$ cat src/rtl/space_vector_pwm_timing_assert.svh
// assertion macros of the svpwm timing rtl, included by svpt_back
// expects clk and rst_n in the scope of the including module
`ifndef SPACE_VECTOR_PWM_TIMING_ASSERT_SVH
`define SPACE_VECTOR_PWM_TIMING_ASSERT_SVH

// antecedent implies consequent in the same cycle
`define SVPT_ASSERT_IMP(lbl, ante, cons) \
    lbl: assert property (@(posedge clk) disable iff (!rst_n) (ante) |-> (cons)) \
        else $error("svpt check failed");

// antecedent implies consequent in the next cycle
`define SVPT_ASSERT_NXT(lbl, ante, cons) \
    lbl: assert property (@(posedge clk) disable iff (!rst_n) (ante) |=> (cons)) \
        else $error("svpt check failed");

`endif

$ cat src/rtl/svpt_pkg.sv
`timescale 1ns / 1ps
// shared widths, constants and types of the svpwm timing block
// no dependencies
package svpt_pkg;

    localparam int VOLT_W     = 16;
    localparam int BUS_W      = 15;
    localparam int TICK_W     = 16;
    localparam int PROD_W     = 34;
    localparam int REF_W      = 36;
    localparam int X_W        = 38;
    localparam int S_W        = 33;
    localparam int NUM_W      = 31;
    localparam int DIV_STEPS  = TICK_W;
    localparam int FIFO_DEPTH = 4;
    localparam int FIFO_AW    = 2;

    localparam logic [17:0] SQRT3_Q16 = 18'd113512;
    localparam logic [TICK_W-1:0] PERIOD_RESET = 16'd1000;

    localparam logic [2:0] SECT_1 = 3'd0;
    localparam logic [2:0] SECT_2 = 3'd1;
    localparam logic [2:0] SECT_3 = 3'd2;
    localparam logic [2:0] SECT_4 = 3'd3;
    localparam logic [2:0] SECT_5 = 3'd4;
    localparam logic [2:0] SECT_6 = 3'd5;

    // classified vector, front to back
    typedef struct packed {
        logic [2:0][S_W-1:0] s;
        logic [BUS_W-1:0]    vbus;
        logic [2:0]          sector;
        logic                clip;
        logic                fault;
    } svpt_item_t;

    typedef struct packed {
        logic [2:0][TICK_W-1:0] on;
        logic [2:0]             sector;
        logic                   clip;
        logic                   fault;
    } svpt_res_t;

    typedef struct packed {
        logic [2:0][S_W-1:0]  plo;
        logic [2:0][31:0]     phi;
        logic [BUS_W-1:0]     vbus;
        logic [2:0]           sector;
        logic                 clip;
        logic                 fault;
    } svpt_mul_t;

    typedef struct packed {
        logic [2:0][BUS_W-1:0]  rem;
        logic [2:0][TICK_W-1:0] sh;
        logic [BUS_W-1:0]       vbus;
        logic [2:0]             sector;
        logic                   clip;
        logic                   fault;
    } svpt_div_t;

endpackage

$ cat src/rtl/svpt_front.sv
`timescale 1ns / 1ps
// front end: phase references, sector, min-max centring and clamp of each phase
// depends on svpt_pkg; pushes svpt_item_t beats into the queue
module svpt_front (
    input  logic                               clk,
    input  logic                               rst_n,
    input  logic                               in_valid,
    output logic                               in_ready,
    input  logic signed [svpt_pkg::VOLT_W-1:0] valpha,
    input  logic signed [svpt_pkg::VOLT_W-1:0] vbeta,
    input  logic [svpt_pkg::BUS_W-1:0]         vbus,
    input  logic                               full,
    output logic                               push,
    output svpt_pkg::svpt_item_t               item
);

    logic en;
    logic [2:0] v_reg;

    // stage 1
    logic signed [svpt_pkg::VOLT_W-1:0] va1_reg, vb1_reg;
    logic signed [svpt_pkg::PROD_W-1:0] ka1_reg, kb1_reg;
    logic [svpt_pkg::BUS_W-1:0]         bus1_reg;
    // stage 2
    logic signed [svpt_pkg::REF_W-1:0]  r2_reg [3];
    logic signed [svpt_pkg::REF_W-1:0]  r2_next [3];
    logic [2:0]                         sect2_reg, sect2_next;
    logic [svpt_pkg::BUS_W-1:0]         bus2_reg;
    // stage 3
    logic signed [svpt_pkg::REF_W-1:0]  r3_reg [3];
    logic signed [svpt_pkg::REF_W-1:0]  hi3_reg, lo3_reg, hi3_next, lo3_next;
    logic [2:0]                         sect3_reg;
    logic [svpt_pkg::BUS_W-1:0]         bus3_reg;

    assign en       = !v_reg[2] || !full;
    assign in_ready = en;
    assign push     = v_reg[2] && !full;

    always_ff @(posedge clk or negedge rst_n)
    begin
        if (!rst_n)
        begin
            v_reg <= '0;
        end
        else if (en)
        begin
            v_reg <= {v_reg[1:0], in_valid};
        end
    end

    // stage 2: references and sector from the registered products
    always_comb
    begin
        logic signed [svpt_pkg::REF_W-1:0]  va_q16;
        logic signed [svpt_pkg::PROD_W-1:0] b, ka;
        va_q16     = svpt_pkg::REF_W'(va1_reg) <<< 16;
        r2_next[0] = svpt_pkg::REF_W'(va1_reg) <<< 17;
        r2_next[1] = -va_q16 + svpt_pkg::REF_W'(kb1_reg);
        r2_next[2] = -va_q16 - svpt_pkg::REF_W'(kb1_reg);
        b  = svpt_pkg::PROD_W'(vb1_reg) <<< 16;
        ka = ka1_reg;
        if (!vb1_reg[svpt_pkg::VOLT_W-1])
        begin
            if (!va1_reg[svpt_pkg::VOLT_W-1])
                sect2_next = (b <= ka) ? svpt_pkg::SECT_1 : svpt_pkg::SECT_2;
            else
                sect2_next = (b > -ka) ? svpt_pkg::SECT_2 : svpt_pkg::SECT_3;
        end
        else
        begin
            if (va1_reg[svpt_pkg::VOLT_W-1])
                sect2_next = (b >= ka) ? svpt_pkg::SECT_4 : svpt_pkg::SECT_5;
            else
                sect2_next = (b < -ka) ? svpt_pkg::SECT_5 : svpt_pkg::SECT_6;
        end
    end

    // stage 3: largest and smallest reference
    always_comb
    begin
        hi3_next = r2_reg[0];
        lo3_next = r2_reg[0];
        for (int i = 1; i < 3; i++)
        begin
            if (r2_reg[i] > hi3_next) hi3_next = r2_reg[i];
            if (r2_reg[i] < lo3_next) lo3_next = r2_reg[i];
        end
    end

    always_ff @(posedge clk)
    begin
        if (en)
        begin
            va1_reg  <= valpha;
            vb1_reg  <= vbeta;
            ka1_reg  <= valpha * $signed(svpt_pkg::SQRT3_Q16);
            kb1_reg  <= vbeta * $signed(svpt_pkg::SQRT3_Q16);
            bus1_reg <= vbus;
            for (int i = 0; i < 3; i++)
            begin
                r2_reg[i] <= r2_next[i];
                r3_reg[i] <= r2_reg[i];
            end
            sect2_reg <= sect2_next;
            bus2_reg  <= bus1_reg;
            hi3_reg   <= hi3_next;
            lo3_reg   <= lo3_next;
            sect3_reg <= sect2_reg;
            bus3_reg  <= bus2_reg;
        end
    end

    // centring, offset by the bus and clamp to [0, 2*bus] in q17
    always_comb
    begin
        logic signed [svpt_pkg::X_W-1:0] x, s, den, half;
        logic any_clip;
        any_clip = 1'b0;
        half = $signed({6'b0, bus3_reg, 17'b0});
        den  = $signed({5'b0, bus3_reg, 18'b0});
        for (int i = 0; i < 3; i++)
        begin
            x = (svpt_pkg::X_W'(r3_reg[i]) <<< 1) - svpt_pkg::X_W'(hi3_reg)
                - svpt_pkg::X_W'(lo3_reg);
            s = x + half;
            if (s < 0)
            begin
                item.s[i] = '0;
                any_clip  = 1'b1;
            end
            else if (s > den)
            begin
                item.s[i] = den[svpt_pkg::S_W-1:0];
                any_clip  = 1'b1;
            end
            else
            begin
                item.s[i] = s[svpt_pkg::S_W-1:0];
            end
        end
        item.vbus   = bus3_reg;
        item.sector = sect3_reg;
        item.clip   = any_clip;
        item.fault  = (bus3_reg == '0);
    end

endmodule

$ cat config.mk
export PLATFORM = sky130hd
export DESIGN_NAME = svpt_front
export DESIGN_NICKNAME = d
export VERILOG_FILES = /design/src/rtl/space_vector_pwm_timing_assert.svh /design/src/rtl/svpt_pkg.sv /design/src/rtl/svpt_front.sv
export SDC_FILE = /design/constraint.sdc
export NUM_CORES = 2
export LEC_CHECK = 0
export BUFFER_PORTS_ARGS = -buffer_cell sky130_fd_sc_hd__buf_2
export CORE_MARGIN = 3
export CORE_UTILIZATION = 45
export DETAILED_ROUTE_END_ITERATION = 8
export HOLD_SLACK_MARGIN = 0.06
export SLEW_MARGIN = 20
export SYNTH_ARGS = -nofsm -noshare
export SYNTH_HDL_FRONTEND = slang
export SYNTH_SLANG_ARGS = --single-unit
$ cat constraint.sdc
create_clock -name clk -period 14.3 [get_ports clk]
set_input_delay 2.86 -clock clk [delete_from_list [all_inputs] [get_ports clk]]
set_output_delay 2.86 -clock clk [all_outputs]
set_load 0.02 [all_outputs]
==> flow_summary.toml <==
[synthesis]
ys_seq_area_share_pct = 27.8
netlist_instances = 3954
synth_area_per_cell_um2 = 10.2
async_flop_share_pct = 0.806
ys_seq_elements = 372
ys.flop_type = "edfxtp_1"
ys_types = 83
mappedNetlistArea_mm2 = 0.0402
ys_warn_count = 0
synth_enable_flop_cells = 369

[floorplanning]
die_x_um = 305
ios = 172
initial_core_util_pct = 45.8
die_y_um = 305
core_mm2 = 0.0877
rows = 108
dieArea_mm2 = 0.0929

[routing]
route.detailed.drc = 0
num_vias = 28800
wire_per_inst_um = 19.6
drt_first_pass_iters = 8
wirelength_um = 104000
detail-route-antenna-nets = 0
viasPerCell = 5.44
drt_iter0_markers = 1867

[placement]
dpl.hpwl_um = 88200
numPortBuffers = 162
place_congestion = 0.949

[finish]
syn_to_final_growth_pct = 8.81
drive_gt1_share_pct = 7.03
nets = 5078
fin_util_pct = 49.8

[global_routing]
grtUsageTotal_pct = 22.5
grt_pass1_vias = 29600
grt_pass1_wl_um = 166000
grt_antenna_before_repair = 1
grt_overflow = 0
grt_start_max_net_pins = 82

[timing]
fin_crit_sh_pct = 82.2
clock.fmax_mhz = 85.1
final_max_slew_viol_count = 0
fin_setup_tns_ps = 0
fin_worst_skew_ps = 20.6
finalHoldViolCount = 0
worst_pin_slew_ps = 1080
grt_setup_unrepaired = "false"
relSlewSlack_pct = 27.9
finalSetupViolCount = 0
min_period_ps = 11760

[clocking]
post_cts_buffers = 0
clock-sinks = 372
cts-buffers-inserted = 44
cts-root-buf = "clkbuf_16"
cts.hold.buffers_added = 0
clockBufferDepth = 3
worstSkewPairLatency_ps = 570
tritoncts = "done"
clk_pin_slew_worst_paths_ps = 70
cts_resized = 0
htree_levels = 2

[status]
status = "complete, no violations"

[setup_path]
arrival_ps = 8900
critPathKind = "register to output pin"
cp-start-kind = "register"
cp.required_ps = 11440
cp_max_fo = 18
end_kind = "output pin"
reg2reg_depth = 23

[worst_hold_path]
holdPathStages = 0
min_path_type = "register to register"

[flow_run]
cap_violations = 0
==> path summary, 6_finish.rpt <==
check / slack, ps / start / to
setup / recovery: 2540 / bus3_reg[6]$_DFFE_PP_ / item[103]
hold / removal: 410 / bus2_reg[9]$_DFFE_PP_ / bus3_reg[9]$_DFFE_PP_
setup reg to reg: 6650 / r2_reg[0][18]$_DFFE_PP_ / hi3_reg[5]$_DFFE_PP_
hold reg to reg: 410 / bus2_reg[9]$_DFFE_PP_ / bus3_reg[9]$_DFFE_PP_
max in group asynchronous: 12120 / rst_n / v_reg[2]$_DFFE_PN0P_
min in group asynchronous: 2080 / rst_n / v_reg[0]$_DFFE_PN0P_
==> cell families (layout without fill, tap and decap cells) <==
group           count (synthesis)  after routing  share of synthesized area [%]
simple gates                  780            780                           9.96
buf+inv                       801            980                           7.58
mux                           112            112                           2.81
flops                         372            372                           27.8
compound gates                760            760                           12.3
other cells                     1             10                        0.00933
xor+xnor                      210            210                           4.58
fa+ha+maj                     918            918                           35.0
==> final cells by class <==
class                           count  area [um2]
Multi-Input combinational cell   2789       26100
Clock inverter                     30         246
Sequential cell                   372       11200
Timing Repair Buffer              181         953
Antenna cell                        1        2.50
Tap cell                         1155        1450
Fill cell                        8171       44000
Inverter                          721        2710
Clock buffer                       48        1140
==> worst max-delay path, stage by stage, from the launching register on <==
cell	delay, ps
edfxtp_1	490
inv_1	250
fa_1	530
fa_1	550
inv_1	50
ha_1	380
nand4_1	140
or3_1	410
a2111oi_1	890
nor4_1	110
o21bai_1	320
nor4b_1	100
a211o_1	330
ha_1	330
nand2_1	60
nor4_1	230
nand4b_1	330
a2111oi_0	450
nand4_1	140
nor4_1	210
and3_1	270
o211ai_1	100
buf_4	240
or3_1	660
nor3_1	490
buf_2	260
==> cell usage after synthesis (35+ instances only) <==
library cell | n | area [um2]
clkbuf_1 | 66 | 248
xor2_1 | 60 | 526
edfxtp_1 | 369 | 11100
mux2i_1 | 105 | 1050
a21oi_1 | 235 | 1180
nand2_1 | 133 | 499
o21ai_0 | 140 | 701
xnor2_1 | 150 | 1310
nand3_1 | 92 | 460
fa_1 | 341 | 6830
nand4_1 | 53 | 332
ha_1 | 577 | 7220
nor2b_1 | 35 | 219
nor3_1 | 85 | 425
nor2_1 | 176 | 661
a21o_1 | 97 | 728
o21a_1 | 44 | 330
inv_1 | 721 | 2710
==> stage by stage <==
step / cells / hold slack [ps] / instance area, um2 / setup slack (ps)
after floorplan: 3962 / 400 / 40200 / 654
after global placement: 5217 / 401 / 42300 / 3370
after detailed placement: 5217 / 405 / 42300 / 3170
after CTS: 5295 / 417 / 43700 / 2520
after global routing: 5297 / 419 / 43700 / 2070
final: 5297 / 415 / 43700 / 2540
==> layout by cell type (no fill, tap or decap), types with 10 or more instances in the layout <==
master / instances
and2_1: 27
and3_1: 26
o211ai_1: 26
a21boi_0: 15
buf_2: 162
buf_4: 18
nor3_1: 85
clkinv_1: 11
a21o_1: 97
nand2b_1: 33
inv_1: 721
xor2_1: 59
fa_1: 341
a21oi_1: 235
o31ai_1: 17
nand3_1: 92
xnor2_1: 150
a211o_1: 11
nor3b_1: 12
mux2i_1: 104
nor2b_1: 35
a211oi_1: 30
edfxtp_1: 369
o21a_1: 44
nand2_1: 132
o21ai_0: 140
nand4_1: 53
ha_1: 577
or3_1: 28
o22ai_1: 11
nor4_1: 27
o21bai_1: 22
a2111oi_0: 10
nor2_1: 175
a31oi_1: 19
clkbuf_16: 45
==> layer usage <==
layer | share of wire, % | vias to the layer above | global-route usage (%)
met5 | 0 | - | 0
met4 | 3.0 | 0 | 6.42
met3 | 3.6 | 145 | 2.15
met2 | 49 | 619 | 39.4
met1 | 45 | 14000 | 29.8
li1 | - | 14100 | -
Power is not shown: default switching activity piles up to over one toggle a cycle in this logic, so the estimate is an artifact.
