File: src/rtl/space_vector_pwm_timing_assert.svh
// assertion macros of the svpwm timing rtl, included by svpt_back
// expects clk and rst_n in the scope of the including module
`ifndef SPACE_VECTOR_PWM_TIMING_ASSERT_SVH
`define SPACE_VECTOR_PWM_TIMING_ASSERT_SVH

// antecedent implies consequent in the same cycle
`define SVPT_ASSERT_IMP(lbl, ante, cons) \
    lbl: assert property (@(posedge clk) disable iff (!rst_n) (ante) |-> (cons)) \
        else $error("svpt check failed");

// antecedent implies consequent in the next cycle
`define SVPT_ASSERT_NXT(lbl, ante, cons) \
    lbl: assert property (@(posedge clk) disable iff (!rst_n) (ante) |=> (cons)) \
        else $error("svpt check failed");

`endif

File: src/rtl/svpt_pkg.sv
`timescale 1ns / 1ps
// shared widths, constants and types of the svpwm timing block
// no dependencies
package svpt_pkg;

    localparam int VOLT_W     = 16;
    localparam int BUS_W      = 15;
    localparam int TICK_W     = 16;
    localparam int PROD_W     = 34;
    localparam int REF_W      = 36;
    localparam int X_W        = 38;
    localparam int S_W        = 33;
    localparam int NUM_W      = 31;
    localparam int DIV_STEPS  = TICK_W;
    localparam int FIFO_DEPTH = 4;
    localparam int FIFO_AW    = 2;

    localparam logic [17:0] SQRT3_Q16 = 18'd113512;
    localparam logic [TICK_W-1:0] PERIOD_RESET = 16'd1000;

    localparam logic [2:0] SECT_1 = 3'd0;
    localparam logic [2:0] SECT_2 = 3'd1;
    localparam logic [2:0] SECT_3 = 3'd2;
    localparam logic [2:0] SECT_4 = 3'd3;
    localparam logic [2:0] SECT_5 = 3'd4;
    localparam logic [2:0] SECT_6 = 3'd5;

    // classified vector, front to back
    typedef struct packed {
        logic [2:0][S_W-1:0] s;
        logic [BUS_W-1:0]    vbus;
        logic [2:0]          sector;
        logic                clip;
        logic                fault;
    } svpt_item_t;

    typedef struct packed {
        logic [2:0][TICK_W-1:0] on;
        logic [2:0]             sector;
        logic                   clip;
        logic                   fault;
    } svpt_res_t;

    typedef struct packed {
        logic [2:0][S_W-1:0]  plo;
        logic [2:0][31:0]     phi;
        logic [BUS_W-1:0]     vbus;
        logic [2:0]           sector;
        logic                 clip;
        logic                 fault;
    } svpt_mul_t;

    typedef struct packed {
        logic [2:0][BUS_W-1:0]  rem;
        logic [2:0][TICK_W-1:0] sh;
        logic [BUS_W-1:0]       vbus;
        logic [2:0]             sector;
        logic                   clip;
        logic                   fault;
    } svpt_div_t;

endpackage

File: src/rtl/svpt_fifo.sv
`timescale 1ns / 1ps
// short queue between front and back, four entries
// depends on svpt_pkg
module svpt_fifo (
    input  logic                 clk,
    input  logic                 rst_n,
    input  logic                 push,
    input  svpt_pkg::svpt_item_t push_data,
    output logic                 full,
    input  logic                 pop,
    output svpt_pkg::svpt_item_t pop_data,
    output logic                 empty
);

    svpt_pkg::svpt_item_t mem [svpt_pkg::FIFO_DEPTH];
    logic [svpt_pkg::FIFO_AW-1:0] wr_reg, wr_next, rd_reg, rd_next;
    logic [svpt_pkg::FIFO_AW:0]   cnt_reg, cnt_next;

    assign full     = (cnt_reg == (svpt_pkg::FIFO_AW+1)'(svpt_pkg::FIFO_DEPTH));
    assign empty    = (cnt_reg == '0);
    assign pop_data = mem[rd_reg];

    always_comb
    begin
        wr_next  = push ? wr_reg + 1'b1 : wr_reg;
        rd_next  = pop ? rd_reg + 1'b1 : rd_reg;
        cnt_next = cnt_reg + (push ? 1'b1 : 1'b0) - (pop ? 1'b1 : 1'b0);
    end

    always_ff @(posedge clk or negedge rst_n)
    begin
        if (!rst_n)
        begin
            wr_reg  <= '0;
            rd_reg  <= '0;
            cnt_reg <= '0;
        end
        else
        begin
            wr_reg  <= wr_next;
            rd_reg  <= rd_next;
            cnt_reg <= cnt_next;
        end
    end

    always_ff @(posedge clk)
    begin
        if (push)
        begin
            mem[wr_reg] <= push_data;
        end
    end

endmodule

File: config.mk
export PLATFORM = sky130hd
export DESIGN_NAME = svpt_fifo
export DESIGN_NICKNAME = d
export VERILOG_FILES = /design/src/rtl/space_vector_pwm_timing_assert.svh /design/src/rtl/svpt_pkg.sv /design/src/rtl/svpt_fifo.sv
export SDC_FILE = /design/constraint.sdc
export NUM_CORES = 1
export LEC_CHECK = 0
export BUFFER_PORTS_ARGS = -buffer_cell sky130_fd_sc_hd__buf_4
export CAP_MARGIN = 15
export CELL_PAD_IN_SITES_DETAIL_PLACEMENT = 1
export CELL_PAD_IN_SITES_GLOBAL_PLACEMENT = 1
export CORE_AREA = 10 10 192 194
export DETAILED_ROUTE_END_ITERATION = 16
export DIE_AREA = 0 0 202 204
export PLACE_DENSITY_LB_ADDON = 0.1
export SLEW_MARGIN = 15
export SYNTH_ARGS = -nofsm -noshare
export SYNTH_HDL_FRONTEND = slang
export SYNTH_SLANG_ARGS = --single-unit
File: constraint.sdc
create_clock -name clk -period 5.6 [get_ports clk]
set_input_delay 1.12 -clock clk [delete_from_list [all_inputs] [get_ports clk]]
set_output_delay 1.12 -clock clk [all_outputs]
set_load 0.01 [all_outputs]
==> flow_summary.toml, run 1 <==
[setup_path]
reg2regPathDepth = 4
r2r-end = "mem[0][50]"
rrSetupSlack_ns = 3.29
rr_startpoint = "wr_reg[1]"
cp_max_fo = 36
critPathRequiredTime_ns = 4.48
arrival_ns = 2.74
path_class = "flip-flop to output port"
start_kind = "flip-flop"
endpoint_kind = "output port"
cp-startpoint = "rd_reg[0]"

[global_routing]
antenna_found_initial = 2
use_met1_pct = 23.5
grt_overflow = 0
grt_usage_pct = 18.2
grt_pass1_wl_um = 57000
grt_pass1_vias = 8816
top_usage_layer = "met2"
grt_util_met3_pct = 4.96
grt_max_degree = 78
use_met2_pct = 30.4

[die]
dieArea_mm2 = 0.0412
start_util_pct = 53.2
coreArea_mm2 = 0.0331
die_h_um = 204
rows = 67
die_w_um = 202
pin_count = 244

[power]
power.share.combinational_pct = 29.8
pwr-share-seq_pct = 43.3
p_leak_nw = 7.30
irDropWorstVdd_v = 0.000335
p_sw_share_pct = 28.2
power_frac_clock_pct = 26.9
power_density_mw_per_mm2 = 539
p_switching_mw = 3.25
power.internal_mw = 8.30

[clocking]
clock_sinks = 483
root_buffer = "clkbuf_16"
cts_buffers = 49
cts_tree = "yes"
clock_path_buffers = 3
cts_resized = 0
clkTransAtPathRegs_ns = 0.06
post_cts_buffers = 0
cts-htree-levels = 2
clk_latency_ns = 0.55
holdBufCountCts = 0

[logic_synthesis]
ys_ff_latch = 483
synthesis.nets = 786
ys_types = 19
synth_cells = 656
yosys-mux-area-fraction_pct = 15.2
ys_seq_area_share_pct = 82.2
yosysWarningCount = 0
synthSimpleGateAreaFrac_pct = 0.249
netlist_area_mm2 = 0.0176
synth_area_per_cell_um2 = 26.8
synthAdderAreaFrac_pct = 0.540
synth_xor_area_share_pct = 0.249
synth_top_family_by_area = "multiplexers"
synth_compound_area_share_pct = 0.0284

[detailed_routing]
dr.pass1.iters = 4
wirelength_um = 37700
drc_errors = 0
drtIter0Drc = 430
avgRoutedWirePerCell_um = 26.6
viasPerCell = 5.52
postRouteAntennaNets = 0
vias = 7810

[layout]
drive_gt1_share_pct = 45.2
utilization_pct = 64.7
layout_commonest_cell = "edfxtp_1"
nFillCells = 2595
finalNetCount = 1060
final_cell_mix = "476 x edfxtp_1, 244 x buf_4, 119 x mux4_2, 49 x clkbuf_16, 18 x clkbuf_1"
largest_register_ffs = 476
areaGrowthSynthToFinish_pct = 21.7

[flow_run]
drv_cap = 0

[sta]
final_max_slew_viol_count = 0
hold_viol = 0
fin_setup_tns_ns = 0
worstMarginPinSlew_ns = 0.928
period_needed_ns = 3.86
final-setup-viol-count = 0
rsz0062_at_grt = "no"
clock.fmax_mhz = 259
period_share_pct = 68.9
skew_ns = 0.0255
slew_headroom_pct = 38.1

[placed_design]
gp_congestion = 0.702
dpl.hpwl_um = 23200
numPortBuffers = 243

[hold_path]
min_path_type = "primary input to asynchronous set/reset pin"

[run_status]
status = "completed"
kinds of logic after synthesis:
group / Yosys count
AOI/OAI and AO/OA: 1
xor gates and xnor gates: 5
adders and majority gates: 7
buffers and inverters: 33
DFF: 483
muxes: 119
and+or+nand+nor: 8
worst max-delay path, cell delays in order, from the launching register on:
cell and delay (ns):
dfrtp_4 0.66, buf_4 0.66, mux4_2 0.64, buf_4 0.17
synthesized netlist by cell type (all sizes together):
cell type	count	area share, %
dfrtp	7	1.0
ha	6	0.43
xnor2	3	0.15
nand2	2	0.043
and3	1	0.036
mux4	119	15
buf	24	1.3
inv	6	0.13
fa	1	0.11
xor2	2	0.10
o21ai	1	0.028
and2	4	0.14
edfxtp	476	81
clkbuf	3	0.064
nor3	1	0.028
cell type report:
type,instances,area (um2),area share (%)
diodes,1,2.50,0.0117
clock buffers,67,1290,6.04
clock inverters,20,233,1.09
inverters,6,22.5,0.105
multi-input cells,140,2880,13.4
flip-flops and latches,483,14500,67.6
well taps,448,561,2.62
repair buffers,250,1950,9.11
per-stage QoR:
step	cells	cell area, um2	power [mW]	hold WS [ns]	setup slack (ns)
floorplan	656	17600	7.10	0.494	1.26
global placement	1327	19900	8.49	0.507	2.31
detailed placement	1327	19900	8.61	0.531	2.29
CTS	1414	21400	11.8	0.358	1.63
global route	1415	21400	12.1	0.359	1.53
finish	1415	21400	11.6	0.384	1.74
per-layer routing:
layer / part of all wire [%] / up-vias
li1: - / 3382
met1: 40 / 4142
met2: 51 / 227
met3: 6.6 / 57
met4: 2.0 / 2
met5: 0.035 / -
worst max-delay path by stage:
stage                   endpoint  slack (ns)  depth (start not counted)
floorplan              mem[0][0]        1.26                          1
global placement    pop_data[14]        2.31                          3
detailed placement  pop_data[90]        2.29                          3
CTS                 pop_data[88]        1.63                          3
global route        pop_data[88]        1.53                          3
finish              pop_data[88]        1.74                          3
power groups by stage:
stage / Clock, mW / Sequential [mW] / Combinational [mW]
2_1_floorplan: 0 / 4.97 / 2.13
3_3_place_gp: 0 / 5.02 / 3.47
3_5_place_dp: 0 / 5.08 / 3.53
4_1_cts: 3.18 / 5.02 / 3.57
5_1_grt: 3.33 / 5.07 / 3.71
6_report: 3.10 / 5.01 / 3.45
No activity file was read; power rests on OpenSTA's default activity.
==> run 2, diff against run 1 <==
--- a/config.mk
+++ b/config.mk
@@ -5,13 +5,14 @@
 export SDC_FILE = /design/constraint.sdc
 export NUM_CORES = 1
 export LEC_CHECK = 0
+export ABC_AREA = 1
 export BUFFER_PORTS_ARGS = -buffer_cell sky130_fd_sc_hd__buf_4
 export CAP_MARGIN = 15
 export CELL_PAD_IN_SITES_DETAIL_PLACEMENT = 1
 export CELL_PAD_IN_SITES_GLOBAL_PLACEMENT = 1
-export CORE_AREA = 10 10 192 194
+export CORE_AREA = 10 10 232 234
 export DETAILED_ROUTE_END_ITERATION = 16
-export DIE_AREA = 0 0 202 204
+export DIE_AREA = 0 0 242 244
 export PLACE_DENSITY_LB_ADDON = 0.1
 export SLEW_MARGIN = 15
 export SYNTH_ARGS = -nofsm -noshare
==> constraint.sdc (replaced) <==
create_clock -name clk -period 3.22 [get_ports clk]
set_input_delay 0.644 -clock clk [delete_from_list [all_inputs] [get_ports clk]]
set_output_delay 0.644 -clock clk [all_outputs]
set_load 0.01 [all_outputs]
==> run 2 against run 1 <==
  * Utilization shrank 15 points
  * Die area increased by 43%
  * Critical path depth up 3
  * Count of clock-buffer cells in the layout is 9 lower
  * Largest cell class unchanged
  * Synthesized area is 16% higher
  * Combinational power is 150% higher
  * Non-clock buffer count increased by 9
  * Sequential share of layout area is 8.7 points lower
  * Routed wire length is 36% higher
  * Flip-flop and latch count is the same
  * Worst setup slack worse by 1.5 ns
==> flow_summary.toml, run 2 <==
[logic_synthesis]
netlist_area_mm2 = 0.0204
synth-async-reset-ratio_pct = 1.45
synthesis.nets = 2041
synth_top_cell_area_share_pct = 69.9
synth_most_common_cell = "nand2_1"
ys_ff_latch = 483
synth_edf_count = 476
synth_cells = 1911
synth_area_per_cell_um2 = 10.7
ys_types = 15
yosysWarningCount = 0
synth_top_cells_by_area = "edfxtp_1 70%, nand2_1 11%, inv_1 9.0%"
synth-main-ff-cell = "edfxtp_1"
ys_seq_area_share_pct = 70.8
synth_common_cells = "606 x nand2_1, 489 x inv_1, 476 x edfxtp_1"
yosysTopAreaCell = "edfxtp_1"

[global_routing]
grt_max_degree = 241
grt_overflow = 0
grt_usage_pct = 16.9
grt_pass1_wl_um = 78300
grt_pass1_vias = 14037
antenna_found_initial = 4

[clocking]
clk_latency_ns = 0.58
cts-htree-levels = 2
root_buffer = "clkbuf_16"
clkTransAtPathRegs_ns = 0.06
clock_path_buffers = 3
cts_tree = "yes"
cts_buffers = 52
clock_sinks = 483

[flow_run]
drv_cap = 0

[run_status]
status = "completed"

[sta]
final-setup-viol-count = 0
worstMarginPinSlew_ns = 0.825
slew_headroom_pct = 45.0
hold_viol = 0
clock.fmax_mhz = 341
skew_ns = 0.0140
period_share_pct = 91.0
final_max_slew_viol_count = 0
setup_ws_ns = 0.288
rsz0062_at_grt = "no"
fin_setup_tns_ns = 0
period_needed_ns = 2.93

[placed_design]
dp_slack_ns = 0.656
dpl.hpwl_um = 28300
dpl_cell_area_mm2 = 0.0229
numPortBuffers = 243
gp_congestion = 0.699

[setup_path]
start_kind = "flip-flop"
path_cells = "inv_8 -> buf_4 -> nand2_1 -> nand3_1 -> nand2_1 -> buf_4"
crit_path_top_delay_cell = "dfrtp_4"
cp_max_fo = 65
path_class = "flip-flop to output port"
critPathMaxStageDelay_ns = 0.55
critPathRequiredTime_ns = 2.58
endpoint_kind = "output port"
arrival_ns = 2.29

[layout]
layout_commonest_cell = "nand2_1"
areaGrowthSynthToFinish_pct = 20.3
fin_area_mm2 = 0.0246
drive_gt1_share_pct = 15.4
finalNetCount = 2274
nFillCells = 5385
final_cell_mix = "606 x nand2_1, 484 x inv_1, 476 x edfxtp_1, 246 x buf_4, 239 x nand3_1"
largest_register_ffs = 476

[detailed_routing]
wl_met3_um = 2540
wl_met2_um = 26200
drtIter0Drc = 655
postRouteAntennaNets = 0
top_layer_used = "met5"
avgRoutedWirePerCell_um = 17.9
dr.pass1.iters = 5
vias = 13203
drc_errors = 0
wl_met1_um = 21300
wirelength_um = 51200
viasPerCell = 4.62

[power]
power.share.combinational_pct = 37.4
p_switching_mw = 8.19
power_density_mw_per_mm2 = 936
pwr-share-seq_pct = 37.1
p_sw_share_pct = 35.6
power_frac_clock_pct = 25.5
power.internal_mw = 14.8
p_leak_nw = 11.3
irDropWorstVdd_v = 0.000810

[die]
die_w_um = 242
die_h_um = 244
coreArea_mm2 = 0.0495
pin_count = 244
rows = 82
start_util_pct = 41.3
dieArea_mm2 = 0.0590

[hold_path]
min_path_type = "primary input to flip-flop"
run 2: changes by cell type after synthesis, moves of 3 or more:
cell	change
buf_4	+13
and2_1	-4
buf_8	-8
nand2_1	+604
inv_1	+483
nand3_1	+239
xnor2_1	-3
mux4_2	-119
buf_2	+35
buf_6	+13
run 2: final timing paths:
kind / from / endpoint / slack (ns) / cells after the start
max in group asynchronous: rst_n / rd_reg[1] / 2.66 / 2
min: push_data[90] / mem[2][90] / 0.26 / 1
max: rd_reg[0] / pop_data[48] / 0.29 / 6
min reg2reg: wr_reg[0] / wr_reg[0] / 0.54 / 1
min in group asynchronous: rst_n / cnt_reg[0] / 0.40 / 2
max reg2reg: wr_reg[0] / mem[2][42] / 1.34 / 5
run 2: cell type report:
| cell class | count | area (um2) | area share, % |
|---|---|---|---|
| Inverter | 490 | 1860 | 7.58 |
| Clock buffer | 58 | 1350 | 5.47 |
| Timing Repair Buffer | 259 | 2110 | 8.58 |
| Sequential cell | 483 | 14500 | 58.9 |
| Clock inverter | 36 | 335 | 1.36 |
| Antenna cell | 1 | 2.50 | 0.0102 |
| Multi-Input combinational cell | 858 | 3610 | 14.7 |
| Tap cell | 672 | 841 | 3.42 |
run 2: critical path, delay by kind of cell, from the launching register on:
| kind | cells | cell delay, ns |
|---|---|---|
| flops | 1 | 0.55 |
| simple gates | 3 | 0.29 |
| buf+inv | 3 | 0.85 |
run 2: layer usage:
metal | global-route usage (%) | vias up
li1 | - | 6419
met1 | 20.2 | 6472
met2 | 29.9 | 229
met3 | 3.79 | 77
met4 | 5.16 | 6
met5 | 0 | -
run 2: timing repair:
action | in CTS | in global routing
endpoints found under the hold margin | 7 | 0
gates resized for setup | 1 | 1
endpoints found under the setup margin | 1 | 11
cloned | 0 | 1
hold buffers | 1 | 0
setup buffers | 0 | 0
run 2: power groups by stage:
| stage | combinational [mW] | sequential [mW] | clock [mW] |
|---|---|---|---|
| 5_1_grt | 9.63 | 8.62 | 6.28 |
| 6_report | 8.60 | 8.53 | 5.87 |
| 3_5_place_dp | 8.78 | 8.65 | 0 |
| 2_1_floorplan | 4.97 | 8.61 | 0 |
| 4_1_cts | 8.83 | 8.53 | 6.05 |
| 3_3_place_gp | 8.58 | 8.61 | 0 |
run 2: logic make-up (layout without fill, tap and decap cells):
family,count (synthesis),in the layout,share of synthesized area [%]
other,0,1,0
AND/OR/NAND/NOR,847,847,17.0
flip-flops,483,483,70.8
buffers and inverters,570,843,11.6
AO/OA/AOI/OAI,1,1,0.0245
XOR/XNOR,3,3,0.129
adder cells (fa/ha/maj),7,7,0.465
run 2: per-stage QoR:
step / util (%) / std cells / total power [mW] / hold slack, ns
floorplan: - / 1911 / 13.6 / 0.348
global placement: 46.2 / 2760 / 17.2 / 0.473
detailed placement: 46.2 / 2760 / 17.4 / 0.474
CTS: 49.6 / 2855 / 23.4 / 0.214
global route: 49.7 / 2857 / 24.5 / 0.235
finish: 49.7 / 2857 / 23.0 / 0.258
==> run 3, diff against run 2 <==
--- a/config.mk
+++ b/config.mk
@@ -5,14 +5,13 @@
 export SDC_FILE = /design/constraint.sdc
 export NUM_CORES = 1
 export LEC_CHECK = 0
-export ABC_AREA = 1
 export BUFFER_PORTS_ARGS = -buffer_cell sky130_fd_sc_hd__buf_4
 export CAP_MARGIN = 15
 export CELL_PAD_IN_SITES_DETAIL_PLACEMENT = 1
 export CELL_PAD_IN_SITES_GLOBAL_PLACEMENT = 1
-export CORE_AREA = 10 10 232 234
+export CORE_AREA = 10 10 209 211
 export DETAILED_ROUTE_END_ITERATION = 16
-export DIE_AREA = 0 0 242 244
+export DIE_AREA = 0 0 219 221
 export PLACE_DENSITY_LB_ADDON = 0.1
 export SLEW_MARGIN = 15
 export SYNTH_ARGS = -nofsm -noshare
==> run 3 against run 2 <==
  * Non-clock buffer count unchanged
  * Critical path depth decreased by 3
  * Sequential power up 0.6%
  * Clock power down 6.3%
  * Utilization increased by 5.3 points
  * Worst setup slack improved by 0.030 ns
  * Via count is 41% lower
  * Critical endpoint is now pop_data[11]
  * Maximum frequency increased by 1.0%
  * Hold slack improved by 0.011 ns
  * First-iteration DRC count fell by 18%
  * Global-route usage down 1.0 points
  * Die area shrank 18%
  * Largest power group is now sequential cells
==> flow_summary.toml, run 3 (synthesized netlist as in run 1, its figures left out) <==
[layout]
drive_gt1_share_pct = 45.8
layout_commonest_cell = "edfxtp_1"
finalNetCount = 1070
utilization_pct = 55.0
fin_area_mm2 = 0.0217
largest_register_ffs = 476
n_antenna_cell = 0
final_cell_mix = "476 x edfxtp_1, 246 x buf_4, 119 x mux4_2, 53 x clkbuf_16, 14 x clkbuf_1"
areaGrowthSynthToFinish_pct = 23.3

[global_routing]
grt_usage_pct = 15.8
grt_overflow = 0
top_usage_layer = "met2"
grt_pass1_wl_um = 57800
antenna_found_initial = 1
grt_max_degree = 73
grt_pass1_vias = 8928
grt_util_met3_pct = 4.42
use_met2_pct = 26.5
use_met1_pct = 19.6

[power]
p_leak_nw = 7.40
totalPowerFinal_mw = 20.3
power.internal_mw = 14.6
power_frac_clock_pct = 27.0
pwr-share-seq_pct = 42.2
irDropWorstVdd_v = 0.000595
p_sw_share_pct = 28.4
power_density_mw_per_mm2 = 937
power.share.combinational_pct = 30.7
p_switching_mw = 5.77

[die]
die_w_um = 219
die_h_um = 221
start_util_pct = 44.6
dieArea_mm2 = 0.0484
rows = 73
coreArea_mm2 = 0.0395
pin_count = 244

[detailed_routing]
dr.pass1.iters = 4
vias = 7821
avgRoutedWirePerCell_um = 25.6
postRouteAntennaNets = 0
wirelength_um = 38500
drtIter0Drc = 535
viasPerCell = 5.20
drc_errors = 0

[sta]
period_share_pct = 90.1
fin_setup_tns_ns = 0
fin_worst_hold_slack_ns = 0.268
hold_viol = 0
period_needed_ns = 2.90
skew_ns = 0.0165
clock.fmax_mhz = 345
slew_headroom_pct = 48.3
rsz0062_at_grt = "no"
worstMarginPinSlew_ns = 0.776
final-setup-viol-count = 0
final_max_slew_viol_count = 0

[setup_path]
arrival_ns = 2.26
endpoint_kind = "output port"
critPathRequiredTime_ns = 2.58
path_class = "flip-flop to output port"
cp_max_fo = 30
start_kind = "flip-flop"

[clocking]
clkTransAtPathRegs_ns = 0.06
cts-htree-levels = 2
clock_sinks = 483
clock_path_buffers = 3
post_cts_buffers = 0
cts_tree = "yes"
cts_resized = 0
cts_buffers = 50
root_buffer = "clkbuf_16"
clk_latency_ns = 0.57
holdBufCountCts = 1

[run_status]
status = "completed"

[placed_design]
numPortBuffers = 243
gp_congestion = 0.706
dpl.hpwl_um = 24600
dpl_cell_area_mm2 = 0.0201

[hold_path]
min_path_type = "primary input to flip-flop"

[flow_run]
drv_cap = 0
-- run 3: cell count changes in the layout (fill, tap and decap cells not counted), moves of 5 or more --
cell,before,now
nand2_1,606,2
mux4_2,0,119
clkbuf_1,5,14
clkinv_1,18,12
inv_1,484,6
nand3_1,239,0
clkinvlp_4,5,0
-- run 3: path summary, 6_finish.rpt --
| path | start | to | slack (ns) | cells past startpoint |
|---|---|---|---|---|
| worst min register to register | wr_reg[0] | wr_reg[0] | 0.54 | 1 |
| worst min-delay path | pop | rd_reg[0] | 0.27 | 2 |
| max in group asynchronous | rst_n | rd_reg[0] | 2.62 | 2 |
| worst max-delay path | rd_reg[1] | pop_data[11] | 0.32 | 3 |
| min in group asynchronous | rst_n | rd_reg[1] | 0.45 | 2 |
| worst max register to register | wr_reg[0] | mem[2][41] | 1.20 | 4 |
-- run 3: layer usage --
metal  part of all wire [%]  wire length (um)  vias to the layer above
met4                    2.0               789                        2
met2                     52             19900                      197
met1                     40             15400                     4160
li1                       -                 -                     3410
met5                  0.047                18                        -
met3                    6.3              2420                       52
-- run 3: worst max-delay path, stage by stage (launching register included) --
cell and delay, ns:
dfrtp_4 0.75, buf_4 0.38, mux4_2 0.35, buf_4 0.17
-- run 3: stage by stage --
stage / setup WS, ns / std cells
2_1_floorplan: 0.654 / 656
3_3_place_gp: 0.915 / 1412
3_5_place_dp: 0.894 / 1412
4_1_cts: 0.251 / 1504
5_1_grt: 0.224 / 1504
6_report: 0.318 / 1504
-- run 3: power groups by stage --
stage	Sequential, mW	Combinational, mW	Clock (mW)
2_1_floorplan	8.55	3.71	0
3_3_place_gp	8.64	6.41	0
3_5_place_dp	8.74	6.49	0
4_1_cts	8.61	6.51	5.65
5_1_grt	8.68	6.75	5.92
6_report	8.58	6.25	5.50
-- run 3: cell type report --
| cell class | instances | area (um2) |
|---|---|---|
| clock buffer | 67 | 1380 |
| multi-input combinational | 140 | 2880 |
| inverter | 6 | 22.5 |
| timing repair buffer | 259 | 2100 |
| clock inverter | 24 | 184 |
| fill | 3350 | 17800 |
| sequential | 483 | 14500 |
| tap | 525 | 657 |
